===== config.mk =====
export PLATFORM = sky130hd
export DESIGN_NAME = rgb_led_pattern_sequencer
export DESIGN_NICKNAME = d
export VERILOG_FILES = /design/src/hw/rtl/rlps_pkg.sv /design/src/hw/rtl/rgb_led_pattern_sequencer.sv /design/src/hw/rtl/rlps_step.sv
export VERILOG_INCLUDE_DIRS = /design/src /design/src/hw/rtl
export SDC_FILE = /design/constraint.sdc
export NUM_CORES = 1
export LEC_CHECK = 0
export BUFFER_PORTS_ARGS = -buffer_cell sky130_fd_sc_hd__buf_2
export CAP_MARGIN = 20
export CORE_MARGIN = 2
export CORE_UTILIZATION = 35
export DETAILED_ROUTE_END_ITERATION = 8
export HOLD_SLACK_MARGIN = 0.08
export PLACE_DENSITY = 0.62
export SLEW_MARGIN = 20
export SYNTH_ARGS = -nofsm -noshare
export SYNTH_HDL_FRONTEND = slang
export SYNTH_SLANG_ARGS = --single-unit

===== constraint.sdc =====
create_clock -name clk -period 16.2 [get_ports clk]
set_clock_uncertainty 0.1 [all_clocks]
set_input_delay 3.24 -clock clk [delete_from_list [all_inputs] [get_ports clk]]
set_output_delay 3.24 -clock clk [all_outputs]
set_load 0.05 [all_outputs]

===== src/hw/rtl/rgb_led_pattern_sequencer_macros.svh =====
// ----------------------------------------------------------------------------
// RGB LED pattern sequencer assertion macros
// Concurrent checks that drop out of synthesis builds.
// ----------------------------------------------------------------------------
`ifndef RGB_LED_PATTERN_SEQUENCER_MACROS_SVH
`define RGB_LED_PATTERN_SEQUENCER_MACROS_SVH

`ifndef SYNTHESIS
// Same-cycle implication, disabled while in reset
`define RLPS_ASSERT_IMPLY(label, clk, rst_n, ante, cons) \
    label: assert property (@(posedge clk) disable iff (!rst_n) (ante) |-> (cons)) \
        else $error("rlps assertion failed");
// Next-cycle implication, disabled while in reset
`define RLPS_ASSERT_NEXT(label, clk, rst_n, ante, cons) \
    label: assert property (@(posedge clk) disable iff (!rst_n) (ante) |=> (cons)) \
        else $error("rlps assertion failed");
`else
`define RLPS_ASSERT_IMPLY(label, clk, rst_n, ante, cons)
`define RLPS_ASSERT_NEXT(label, clk, rst_n, ante, cons)
`endif

`endif


===== src/hw/rtl/rlps_pkg.sv =====
// ----------------------------------------------------------------------------
// RGB LED pattern sequencer package
// Widths, pattern table and the sequencer state type.
// ----------------------------------------------------------------------------
package rlps_pkg;

    localparam int LEVEL_MAX = 255;
    localparam int LEVEL_W   = $clog2(LEVEL_MAX + 1);
    localparam int DUTY_W    = 8;
    localparam int FULL_ON   = 255;
    localparam int NUM_CH    = 6;
    localparam int NUM_SEG   = 12;
    localparam int SEG_W     = $clog2(NUM_SEG);
    localparam int HOLD_W    = 17;
    localparam int DWELL_W   = 10;
    localparam int MODE_W    = 3;
    localparam int LVL_EXT_W = (LEVEL_W > DUTY_W) ? LEVEL_W : DUTY_W;

    // Channel bits
    localparam logic [NUM_CH-1:0] CH_RA = 6'h01;
    localparam logic [NUM_CH-1:0] CH_RB = 6'h02;
    localparam logic [NUM_CH-1:0] CH_GA = 6'h04;
    localparam logic [NUM_CH-1:0] CH_GB = 6'h08;
    localparam logic [NUM_CH-1:0] CH_BA = 6'h10;
    localparam logic [NUM_CH-1:0] CH_BB = 6'h20;
    localparam logic [NUM_CH-1:0] CH_NONE = 6'h00;

    typedef enum logic [MODE_W-1:0] {
        MODE_FADE  = 3'd0,
        MODE_CHASE = 3'd1,
        MODE_PULSE = 3'd2,
        MODE_WHITE = 3'd3,
        MODE_SIREN = 3'd4
    } mode_t;

    localparam logic REG_PATTERN_MODE = 1'b0;
    localparam logic REG_DWELL_MS     = 1'b1;

    typedef enum logic [2:0] {
        WAIT_NONE = 3'd0,
        WAIT_D1   = 3'd1,
        WAIT_D2   = 3'd2,
        WAIT_D10  = 3'd3,
        WAIT_D100 = 3'd4,
        WAIT_F20  = 3'd5,
        WAIT_F200 = 3'd6
    } wait_t;

    typedef struct packed {
        logic              is_ramp;
        logic [NUM_CH-1:0] chans;
        logic              up;
        wait_t             wait_code;
        logic [NUM_CH-1:0] pre_mask;
        logic [NUM_CH-1:0] pre_on;
    } seg_t;

    typedef struct packed {
        logic [SEG_W-1:0]                seg;
        logic [LEVEL_W-1:0]              level;
        logic [HOLD_W-1:0]               hold;
        logic [NUM_CH-1:0][DUTY_W-1:0]   duty;
    } seq_state_t;

    function automatic seg_t rmp(input logic [NUM_CH-1:0] c, input logic u,
                                 input logic [NUM_CH-1:0] pm,
                                 input logic [NUM_CH-1:0] pv);
        seg_t s;
        s.is_ramp   = 1'b1;
        s.chans     = c;
        s.up        = u;
        s.wait_code = WAIT_NONE;
        s.pre_mask  = pm;
        s.pre_on    = pv;
        return s;
    endfunction

    function automatic seg_t wt(input wait_t w, input logic [NUM_CH-1:0] pm,
                                input logic [NUM_CH-1:0] pv);
        seg_t s;
        s.is_ramp   = 1'b0;
        s.chans     = CH_NONE;
        s.up        = 1'b0;
        s.wait_code = w;
        s.pre_mask  = pm;
        s.pre_on    = pv;
        return s;
    endfunction

    function automatic logic [SEG_W-1:0] pat_len(input logic [MODE_W-1:0] mode);
        logic [SEG_W-1:0] n;
        case (mode)
            MODE_FADE:  n = SEG_W'(11);
            MODE_CHASE: n = SEG_W'(3);
            MODE_PULSE: n = SEG_W'(12);
            MODE_WHITE: n = SEG_W'(6);
            MODE_SIREN: n = SEG_W'(7);
            default:    n = SEG_W'(1);
        endcase
        return n;
    endfunction

    function automatic seg_t seg_lookup(input logic [MODE_W-1:0] mode,
                                        input logic [SEG_W-1:0] idx);
        seg_t s;
        s = wt(WAIT_NONE, CH_NONE, CH_NONE);
        case (mode)
            MODE_FADE:
                case (idx)
                    0:       s = rmp(CH_RA | CH_BB, 1'b1, CH_NONE, CH_NONE);
                    2:       s = rmp(CH_BA | CH_GB, 1'b0, CH_NONE, CH_NONE);
                    4:       s = rmp(CH_GA | CH_RB, 1'b1, CH_NONE, CH_NONE);
                    6:       s = rmp(CH_RA | CH_BB, 1'b0, CH_NONE, CH_NONE);
                    8:       s = rmp(CH_BA | CH_GB, 1'b1, CH_NONE, CH_NONE);
                    10:      s = rmp(CH_GA | CH_RB, 1'b0, CH_NONE, CH_NONE);
                    default: s = wt(WAIT_D1, CH_NONE, CH_NONE);
                endcase
            MODE_CHASE:
                case (idx)
                    0:       s = wt(WAIT_D100, CH_BA | CH_RA, CH_RA);
                    1:       s = wt(WAIT_D100, CH_RA | CH_GA, CH_GA);
                    default: s = wt(WAIT_D100, CH_BA | CH_GA, CH_BA);
                endcase
            MODE_PULSE:
                case (idx)
                    0:       s = rmp(CH_RA, 1'b1, CH_BA | CH_GA, CH_NONE);
                    2:       s = rmp(CH_RA, 1'b0, CH_NONE, CH_NONE);
                    4:       s = rmp(CH_GA, 1'b1, CH_NONE, CH_NONE);
                    6:       s = rmp(CH_GA, 1'b0, CH_NONE, CH_NONE);
                    8:       s = rmp(CH_BA, 1'b1, CH_NONE, CH_NONE);
                    10:      s = rmp(CH_BA, 1'b0, CH_NONE, CH_NONE);
                    default: s = wt(WAIT_D2, CH_NONE, CH_NONE);
                endcase
            MODE_WHITE:
                case (idx)
                    0:       s = rmp(CH_GA, 1'b1, CH_RA | CH_GA | CH_BA, CH_RA);
                    1:       s = rmp(CH_BA, 1'b1, CH_NONE, CH_NONE);
                    3:       s = rmp(CH_GA, 1'b0, CH_NONE, CH_NONE);
                    4:       s = rmp(CH_BA, 1'b0, CH_NONE, CH_NONE);
                    default: s = wt(WAIT_D10, CH_NONE, CH_NONE);
                endcase
            MODE_SIREN:
                case (idx)
                    0:       s = wt(WAIT_F200, CH_RA, CH_RA);
                    1:       s = wt(WAIT_F200, CH_RA, CH_NONE);
                    2:       s = wt(WAIT_F200, CH_BA, CH_BA);
                    3:       s = wt(WAIT_F20, CH_BA, CH_NONE);
                    4:       s = wt(WAIT_F20, CH_RA, CH_RA);
                    5:       s = wt(WAIT_F20, CH_RA | CH_BA, CH_BA);
                    default: s = wt(WAIT_F200, CH_BA, CH_NONE);
                endcase
            default: s = wt(WAIT_NONE, CH_NONE, CH_NONE);
        endcase
        return s;
    endfunction

    function automatic logic [LEVEL_W-1:0] start_level(input seg_t s);
        return (s.is_ramp && !s.up) ? LEVEL_W'(LEVEL_MAX) : '0;
    endfunction

endpackage


===== src/hw/rtl/rgb_led_pattern_sequencer.sv =====
// Latency: a result is valid in the cycle after its tick beat is accepted.
// Throughput: one tick beat per clock; the sequencer state and the result
// register both update on the accepting edge.
// A stalled result holds the input side until the result beat is taken.
// Reset clears the sequencer state and duties, sets pattern_mode to 0 and
// dwell_ms to 10, and empties the result register.
// ----------------------------------------------------------------------------
// RGB LED pattern sequencer
// Steps one of five light patterns per millisecond tick and reports the six
// PWM duties and a pass-end flag after every tick.
// ----------------------------------------------------------------------------
`include "rgb_led_pattern_sequencer_macros.svh"

module rgb_led_pattern_sequencer
    import rlps_pkg::*;
(
    input  logic               clk,
    input  logic               rst_n,
    input  logic               cfg_valid,
    output logic               cfg_ready,
    input  logic               cfg_index,
    input  logic [DWELL_W-1:0] cfg_data,
    input  logic               in_valid,
    output logic               in_ready,
    input  logic               restart,
    output logic               out_valid,
    input  logic               out_ready,
    output logic [DUTY_W-1:0]  red_a_duty,
    output logic [DUTY_W-1:0]  red_b_duty,
    output logic [DUTY_W-1:0]  green_a_duty,
    output logic [DUTY_W-1:0]  green_b_duty,
    output logic [DUTY_W-1:0]  blue_a_duty,
    output logic [DUTY_W-1:0]  blue_b_duty,
    output logic               pass_end
);

    logic [MODE_W-1:0]             mode_reg;
    logic [DWELL_W-1:0]            dwell_reg;
    seq_state_t                    state_reg;
    seq_state_t                    state_next;
    logic                          pass_end_next;
    logic                          out_valid_reg;
    logic [NUM_CH-1:0][DUTY_W-1:0] duty_out_reg;
    logic                          pass_end_reg;
    logic                          in_fire;

    assign cfg_ready = 1'b1;
    assign in_ready  = !out_valid_reg || out_ready;
    assign in_fire   = in_valid && in_ready;

    always_ff @(posedge clk or negedge rst_n)
    begin
        if (!rst_n)
        begin
            mode_reg  <= MODE_FADE;
            dwell_reg <= DWELL_W'(10);
        end
        else if (cfg_valid)
        begin
            case (cfg_index)
                REG_PATTERN_MODE: mode_reg  <= cfg_data[MODE_W-1:0];
                REG_DWELL_MS:     dwell_reg <= cfg_data;
                default:          dwell_reg <= dwell_reg;
            endcase
        end
    end

    rlps_step u_step (
        .mode     (mode_reg),
        .dwell    (dwell_reg),
        .restart  (restart),
        .cur      (state_reg),
        .nxt      (state_next),
        .pass_end (pass_end_next)
    );

    always_ff @(posedge clk or negedge rst_n)
    begin
        if (!rst_n)
        begin
            state_reg     <= '0;
            out_valid_reg <= 1'b0;
        end
        else
        begin
            if (in_fire)
            begin
                state_reg <= state_next;
            end
            // Load on a new beat; drop once the pending result is taken
            if (in_fire)
            begin
                out_valid_reg <= 1'b1;
            end
            else if (out_ready)
            begin
                out_valid_reg <= 1'b0;
            end
        end
    end

    always_ff @(posedge clk)
    begin
        if (in_fire)
        begin
            duty_out_reg <= state_next.duty;
            pass_end_reg <= pass_end_next;
        end
    end

    assign out_valid    = out_valid_reg;
    assign red_a_duty   = duty_out_reg[0];
    assign red_b_duty   = duty_out_reg[1];
    assign green_a_duty = duty_out_reg[2];
    assign green_b_duty = duty_out_reg[3];
    assign blue_a_duty  = duty_out_reg[4];
    assign blue_b_duty  = duty_out_reg[5];
    assign pass_end     = pass_end_reg;

    `RLPS_ASSERT_NEXT(a_fire_loads_result, clk, rst_n, in_fire, out_valid_reg)
    `RLPS_ASSERT_IMPLY(a_pass_end_at_start, clk, rst_n, out_valid_reg && pass_end_reg, (state_reg.seg == '0) && (state_reg.hold == '0))
    `RLPS_ASSERT_IMPLY(a_seg_in_table, clk, rst_n, 1'b1, state_reg.seg < SEG_W'(NUM_SEG))
    `RLPS_ASSERT_NEXT(a_idle_mode_freezes, clk, rst_n, in_fire && (mode_reg > MODE_SIREN), !pass_end_reg && $stable(state_reg))

endmodule


===== src/hw/rtl/rlps_step.sv =====
// ----------------------------------------------------------------------------
// RGB LED pattern sequencer tick step
// Next sequencer state and pass-end flag for one tick.
// ----------------------------------------------------------------------------
module rlps_step
    import rlps_pkg::*;
(
    input  logic [MODE_W-1:0]  mode,
    input  logic [DWELL_W-1:0] dwell,
    input  logic               restart,
    input  seq_state_t         cur,
    output seq_state_t         nxt,
    output logic               pass_end
);

    logic [SEG_W-1:0]     len;
    logic [DWELL_W-1:0]   d;
    logic [HOLD_W-1:0]    d_ext;
    logic                 seg_restart;
    logic [SEG_W-1:0]     seg0;
    logic [HOLD_W-1:0]    hold0;
    logic [HOLD_W-1:0]    hold1;
    logic [LEVEL_W-1:0]   lvl0;
    seg_t                 s;
    seg_t                 s_adv;
    logic [HOLD_W-1:0]    unit;
    logic [LVL_EXT_W-1:0] lvl_ext;
    logic [DUTY_W-1:0]    lvl_duty;
    logic [SEG_W:0]       seg_inc;
    logic [SEG_W-1:0]     seg_adv;
    logic                 wrap;

    assign len   = pat_len(mode);
    assign d     = (dwell == '0) ? DWELL_W'(1) : dwell;
    assign d_ext = HOLD_W'(d);

    assign seg_restart = restart || (cur.seg >= len);
    assign seg0  = seg_restart ? '0 : cur.seg;
    assign hold0 = seg_restart ? '0 : cur.hold;
    assign lvl0  = seg_restart ? start_level(seg_lookup(mode, '0)) : cur.level;
    assign s     = seg_lookup(mode, seg0);

    assign hold1 = (hold0 == {HOLD_W{1'b1}}) ? hold0 : hold0 + HOLD_W'(1);

    // Clamp the ramp level onto the duty range
    assign lvl_ext  = LVL_EXT_W'(lvl0);
    assign lvl_duty = (lvl_ext > LVL_EXT_W'(FULL_ON)) ? DUTY_W'(FULL_ON)
                                                      : lvl_ext[DUTY_W-1:0];

    always_comb
    begin
        case (s.wait_code)
            WAIT_D2:   unit = d_ext << 1;
            WAIT_D10:  unit = (d_ext << 3) + (d_ext << 1);
            WAIT_D100: unit = (d_ext << 6) + (d_ext << 5) + (d_ext << 2);
            WAIT_F20:  unit = HOLD_W'(20);
            WAIT_F200: unit = HOLD_W'(200);
            default:   unit = d_ext;
        endcase
        if (s.is_ramp)
        begin
            unit = d_ext;
        end
    end

    assign seg_inc = {1'b0, seg0} + (SEG_W + 1)'(1);
    assign wrap    = seg_inc >= {1'b0, len};
    assign seg_adv = wrap ? '0 : seg_inc[SEG_W-1:0];
    assign s_adv   = seg_lookup(mode, seg_adv);

    always_comb
    begin
        nxt      = cur;
        pass_end = 1'b0;
        if (mode <= MODE_SIREN)
        begin
            nxt.seg   = seg0;
            nxt.level = lvl0;
            nxt.hold  = hold1;
            if (hold0 == '0)
            begin
                if (!s.is_ramp || lvl0 == start_level(s))
                begin
                    for (int i = 0; i < NUM_CH; i++)
                    begin
                        if (s.pre_mask[i])
                        begin
                            nxt.duty[i] = s.pre_on[i] ? DUTY_W'(FULL_ON) : '0;
                        end
                    end
                end
                if (s.is_ramp)
                begin
                    for (int i = 0; i < NUM_CH; i++)
                    begin
                        if (s.chans[i])
                        begin
                            nxt.duty[i] = lvl_duty;
                        end
                    end
                end
            end
            if (hold1 >= unit)
            begin
                nxt.hold = '0;
                if (s.is_ramp && s.up && lvl0 < LEVEL_W'(LEVEL_MAX))
                begin
                    nxt.level = lvl0 + LEVEL_W'(1);
                end
                else if (s.is_ramp && !s.up && lvl0 != '0)
                begin
                    nxt.level = lvl0 - LEVEL_W'(1);
                end
                else
                begin
                    pass_end  = wrap;
                    nxt.seg   = seg_adv;
                    nxt.level = start_level(s_adv);
                end
            end
        end
    end

endmodule


==> run summary <==
=================================================================================================================
Starting utilization of the core area ..............................................................        35.9%
Xor-xnor portion of the synthesized cell area ......................................................        2.88%
Reg2Reg Launch Point ...............................................................................  mode_reg[0]
Yosys top cell by area ............................................................................. sky130_fd_sc_hd__dfrtp_1
Kind of capture point of the worst setup path ......................................................         flop
Number of antenna violations at the first check in global routing ..................................            0
End point of the critical path ..................................................................... state_reg[69]
Number of synthesized register bits ................................................................          140
GR Util All Layers .................................................................................        17.7%
Type of the most critical hold path ................................................................      reg2reg
Syn avg cell area ..................................................................................   9.95 sq um
FP Rows ............................................................................................           60
Cell area after synthesis .......................................................................... 0.00972 sq mm
Total power divided by cell area ...................................................................  146 mW/mm^2
Insertion delay of the later-clocked pin in the worst-skew pair ....................................       430 ps
Net count after synthesis ..........................................................................         1062
Number of flip-flops in the largest register .......................................................           77
Top cells by area in the synthesized netlist ....................................................... sky130_fd_sc_hd__dfrtp_1 (23%), sky130_fd_sc_hd__edfxtp_1 (15%), sky130_fd_sc_hd__ha_1 (7.9%)
Final nets .........................................................................................         1108
TritonCTS clock tree ...............................................................................        built
Maximum capacitance violations .....................................................................            0
Die Span X .........................................................................................       171 um
Proportion of layout cells with a drive suffix above 1 .............................................        19.0%
Leakage power ......................................................................................   0.00458 uW
Maximum clock path buffer count ....................................................................            2
CTS Sinks ..........................................................................................          140
Cells after synthesis ..............................................................................          977
Max Slew Vio Count .................................................................................            0
Period Utilization, post-route .....................................................................        54.6%
Wire length of the first global-routing pass .......................................................     41100 um
Measured slew at the worst slew-check pin ..........................................................       966 ps
Number of buffers added for setup after CTS ........................................................            0
DRC errors left ....................................................................................            0
Most used flip-flop cell after synthesis ........................................................... sky130_fd_sc_hd__dfrtp_1
Share of flip-flops with an asynchronous set or reset ..............................................        65.0%
EDFF count, synth ..................................................................................           49
Placed wire-length estimate ........................................................................     18300 um
Grt total ovfl .....................................................................................            0
H-tree depth .......................................................................................            4
Crit. Startpoint ...................................................................................      restart
Endpoints failing hold .............................................................................            0
RD Place Congestion ................................................................................        0.877
Die area ........................................................................................... 0.0291 sq mm
Worst Setup Path Type ..............................................................................       in2reg
Slew HR ............................................................................................        35.4%
Reg2reg setup slack ................................................................................      8790 ps
Critical path required time ........................................................................     16450 ps
# diodes ...........................................................................................            0
Routed length per placed instance ..................................................................      18.1 um
Router iterations before antenna repair ............................................................            5
Share of the synthesized area in compound gates (AO/OA/AOI/OAI) ....................................        22.6%
Setup repair after global routing missed its margin ................................................        false
Reg-to-reg endpoint ................................................................................ state_reg[69]
Count of buffers inserted at the top-level ports ...................................................           67
Number of global-route vias before repair ..........................................................         7638
Finish-stage setup viols ...........................................................................            0
Root cell of the clock tree ........................................................................ sky130_fd_sc_hd__clkbuf_16
Number of top-level pins ...........................................................................           69
Number of antenna-violating nets in the routed design ..............................................            0
Placeable Area ..................................................................................... 0.0271 sq mm
Main combinational cell family by area after synthesis ............................................. compound AO/OA/AOI/OAI gates
Arithmetic-cell share of the synthesized area counting full adders, half adders and majority gates .        9.30%
Count of unique library cells instantiated by Yosys ................................................           91
Setup TNS after final layout .......................................................................         0 ps
WL final ...........................................................................................     25500 um
Hold bufs inserted after CTS .......................................................................            0
Yosys warns ........................................................................................            0
Via/cell ratio .....................................................................................         5.72
Post-layout min period .............................................................................      8850 ps
Number of CTS-inserted buffers .....................................................................           17
Clock slew at reported path FFs ....................................................................        70 ps
Multiplexer share of the synthesized area ..........................................................        6.48%
Total design power .................................................................................      1600 uW
Post-synthesis share of cell area spent on and, or, nand and nor gates .............................        16.7%
Total of cells resized after clock tree synthesis ..................................................            0
Final core utilization .............................................................................        40.4%
Outcome ............................................................................................ finished, final reports clean
Syn-to-layout area delta ...........................................................................        12.8%
Yosys top cell area share ..........................................................................        22.9%
Die Y ..............................................................................................       171 um
Worst Setup Start Kind .............................................................................   input port
Sequential element share of the synthesized area ...................................................        38.6%
Maximum clock frequency ............................................................................    0.113 GHz
Number of DRC markers in iteration 0 ...............................................................          975
Critical Path Fanout Max ...........................................................................           22
Vias after detailed routing ........................................................................         8058
Crit path arrival time .............................................................................      9100 ps
Largest net degree at the start of global routing ..................................................           51
IR Drop Worst-Case VDD .............................................................................  0.0000669 V
Number of cells on the worst reg-to-reg path .......................................................           22
=================================================================================================================
-- where the power goes --
group	internal, uW	switching [uW]	total, uW
combinational	264	468	732
sequential	436	52.6	488
clock	206	176	382
total	905	696	1600
-- synth_stat cells, types with 4 or more instances --
cell and instances:
sky130_fd_sc_hd__ha_1 61, sky130_fd_sc_hd__nand3_1 19, sky130_fd_sc_hd__nor3_1 11, sky130_fd_sc_hd__a21oi_1 31
sky130_fd_sc_hd__and3_1 17, sky130_fd_sc_hd__nor2b_1 8, sky130_fd_sc_hd__a21o_1 17, sky130_fd_sc_hd__nor2_1 80
sky130_fd_sc_hd__buf_2 10, sky130_fd_sc_hd__mux2_4 9, sky130_fd_sc_hd__nor4_1 6, sky130_fd_sc_hd__a211oi_1 9
sky130_fd_sc_hd__a221oi_1 9, sky130_fd_sc_hd__edfxtp_1 49, sky130_fd_sc_hd__fa_1 7, sky130_fd_sc_hd__nand2b_1 9
sky130_fd_sc_hd__a211o_1 4, sky130_fd_sc_hd__a221o_1 36, sky130_fd_sc_hd__clkbuf_1 34, sky130_fd_sc_hd__inv_1 28
sky130_fd_sc_hd__nand3b_1 7, sky130_fd_sc_hd__a31oi_1 4, sky130_fd_sc_hd__nand4_1 17, sky130_fd_sc_hd__o21ai_0 48
sky130_fd_sc_hd__and2_1 10, sky130_fd_sc_hd__o22ai_1 5, sky130_fd_sc_hd__nand2_1 101, sky130_fd_sc_hd__xor2_1 15
sky130_fd_sc_hd__o211ai_1 42, sky130_fd_sc_hd__dfrtp_1 89, sky130_fd_sc_hd__mux2_2 43, sky130_fd_sc_hd__o21a_1 10
sky130_fd_sc_hd__a22o_1 12, sky130_fd_sc_hd__xnor2_1 17, sky130_fd_sc_hd__and4_1 5
-- how the worst min path moves through the flow --
| stage | startpoint | to | slack [ps] | cells past startpoint |
|---|---|---|---|---|
| 2_1_floorplan | state_reg[11] | state_reg[11] | 370 | 1 |
| 3_3_place_gp | state_reg[13] | state_reg[13] | 380 | 1 |
| 3_5_place_dp | state_reg[26] | state_reg[26] | 390 | 1 |
| 4_1_cts | state_reg[26] | state_reg[26] | 410 | 1 |
| 5_1_grt | state_reg[30] | state_reg[30] | 420 | 1 |
| 6_report | state_reg[26] | state_reg[26] | 410 | 1 |
-- worst max-delay path, stage by stage --
cell,delay [ps]
sky130_fd_sc_hd__buf_2,100
sky130_fd_sc_hd__a211o_1,340
sky130_fd_sc_hd__a21oi_2,560
sky130_fd_sc_hd__buf_4,380
sky130_fd_sc_hd__nand2_1,160
sky130_fd_sc_hd__ha_1,410
sky130_fd_sc_hd__nor3_1,390
sky130_fd_sc_hd__o221ai_1,250
sky130_fd_sc_hd__and3_1,220
sky130_fd_sc_hd__o32a_1,300
sky130_fd_sc_hd__o22ai_2,330
sky130_fd_sc_hd__a221oi_1,180
sky130_fd_sc_hd__ha_1,320
sky130_fd_sc_hd__a21o_1,180
sky130_fd_sc_hd__a21oi_1,140
sky130_fd_sc_hd__a211oi_1,100
sky130_fd_sc_hd__or2_2,310
sky130_fd_sc_hd__o22ai_1,680
sky130_fd_sc_hd__a21oi_1,260
sky130_fd_sc_hd__o211ai_1,230
-- area by class of cell --
cell class	instances	area [sq um]
inverter	30	113
timing repair buffer	78	420
fill	2642	16100
sequential	140	3750
multi-input combinational	756	5640
clock inverter	14	126
clock buffer	18	439
tap	372	465
-- stage by stage --
step	worst slack (ps)	hold WS, ps	instance area, sq um	cells
2_1_floorplan	7770	375	9720	977
3_3_place_gp	7240	384	10400	1376
3_5_place_dp	6970	392	10400	1376
4_1_cts	7430	407	11000	1408
5_1_grt	6860	423	11000	1408
6_report	7350	408	11000	1408
-- logic make-up after synthesis --
family                   after synthesis
XOR/XNOR                              32
flip-flops                           140
AO/OA/AOI/OAI                        285
AND/OR/NAND/NOR                      317
buffers and inverters                 81
other                                  1
multiplexers                          53
adder cells (fa/ha/maj)               68
-- layer usage --
layer | GRT usage [%] | vias up | wire [um]
met5 | 0 | - | 0
met4 | 4.72 | 0 | 444
met3 | 2.94 | 43 | 1220
met2 | 29.5 | 270 | 12200
met1 | 23.8 | 3919 | 11600
li1 | - | 3826 | -
-- cell usage in the layout, fill, tap and decap left out, types with 10 or more instances in the layout --
master | netlist | layout
sky130_fd_sc_hd__buf_4 | 2 | 12
sky130_fd_sc_hd__mux2_2 | 43 | 43
sky130_fd_sc_hd__nor3_1 | 11 | 11
sky130_fd_sc_hd__a22o_1 | 12 | 12
sky130_fd_sc_hd__xnor2_1 | 17 | 17
sky130_fd_sc_hd__a221o_1 | 36 | 36
sky130_fd_sc_hd__o211ai_1 | 42 | 42
sky130_fd_sc_hd__ha_1 | 61 | 61
sky130_fd_sc_hd__buf_2 | 10 | 66
sky130_fd_sc_hd__xor2_1 | 15 | 15
sky130_fd_sc_hd__o21a_1 | 10 | 10
sky130_fd_sc_hd__and2_1 | 10 | 10
sky130_fd_sc_hd__nand4_1 | 17 | 17
sky130_fd_sc_hd__nor2_1 | 80 | 80
sky130_fd_sc_hd__nand2_1 | 101 | 101
sky130_fd_sc_hd__dfrtp_1 | 89 | 89
sky130_fd_sc_hd__a21o_1 | 17 | 17
sky130_fd_sc_hd__o21ai_0 | 48 | 47
sky130_fd_sc_hd__edfxtp_1 | 49 | 49
sky130_fd_sc_hd__a21oi_1 | 31 | 31
sky130_fd_sc_hd__and3_1 | 17 | 17
sky130_fd_sc_hd__clkbuf_16 | 0 | 17
sky130_fd_sc_hd__inv_1 | 28 | 27
sky130_fd_sc_hd__nand3_1 | 19 | 19
(Power assumes the default switching activity.)
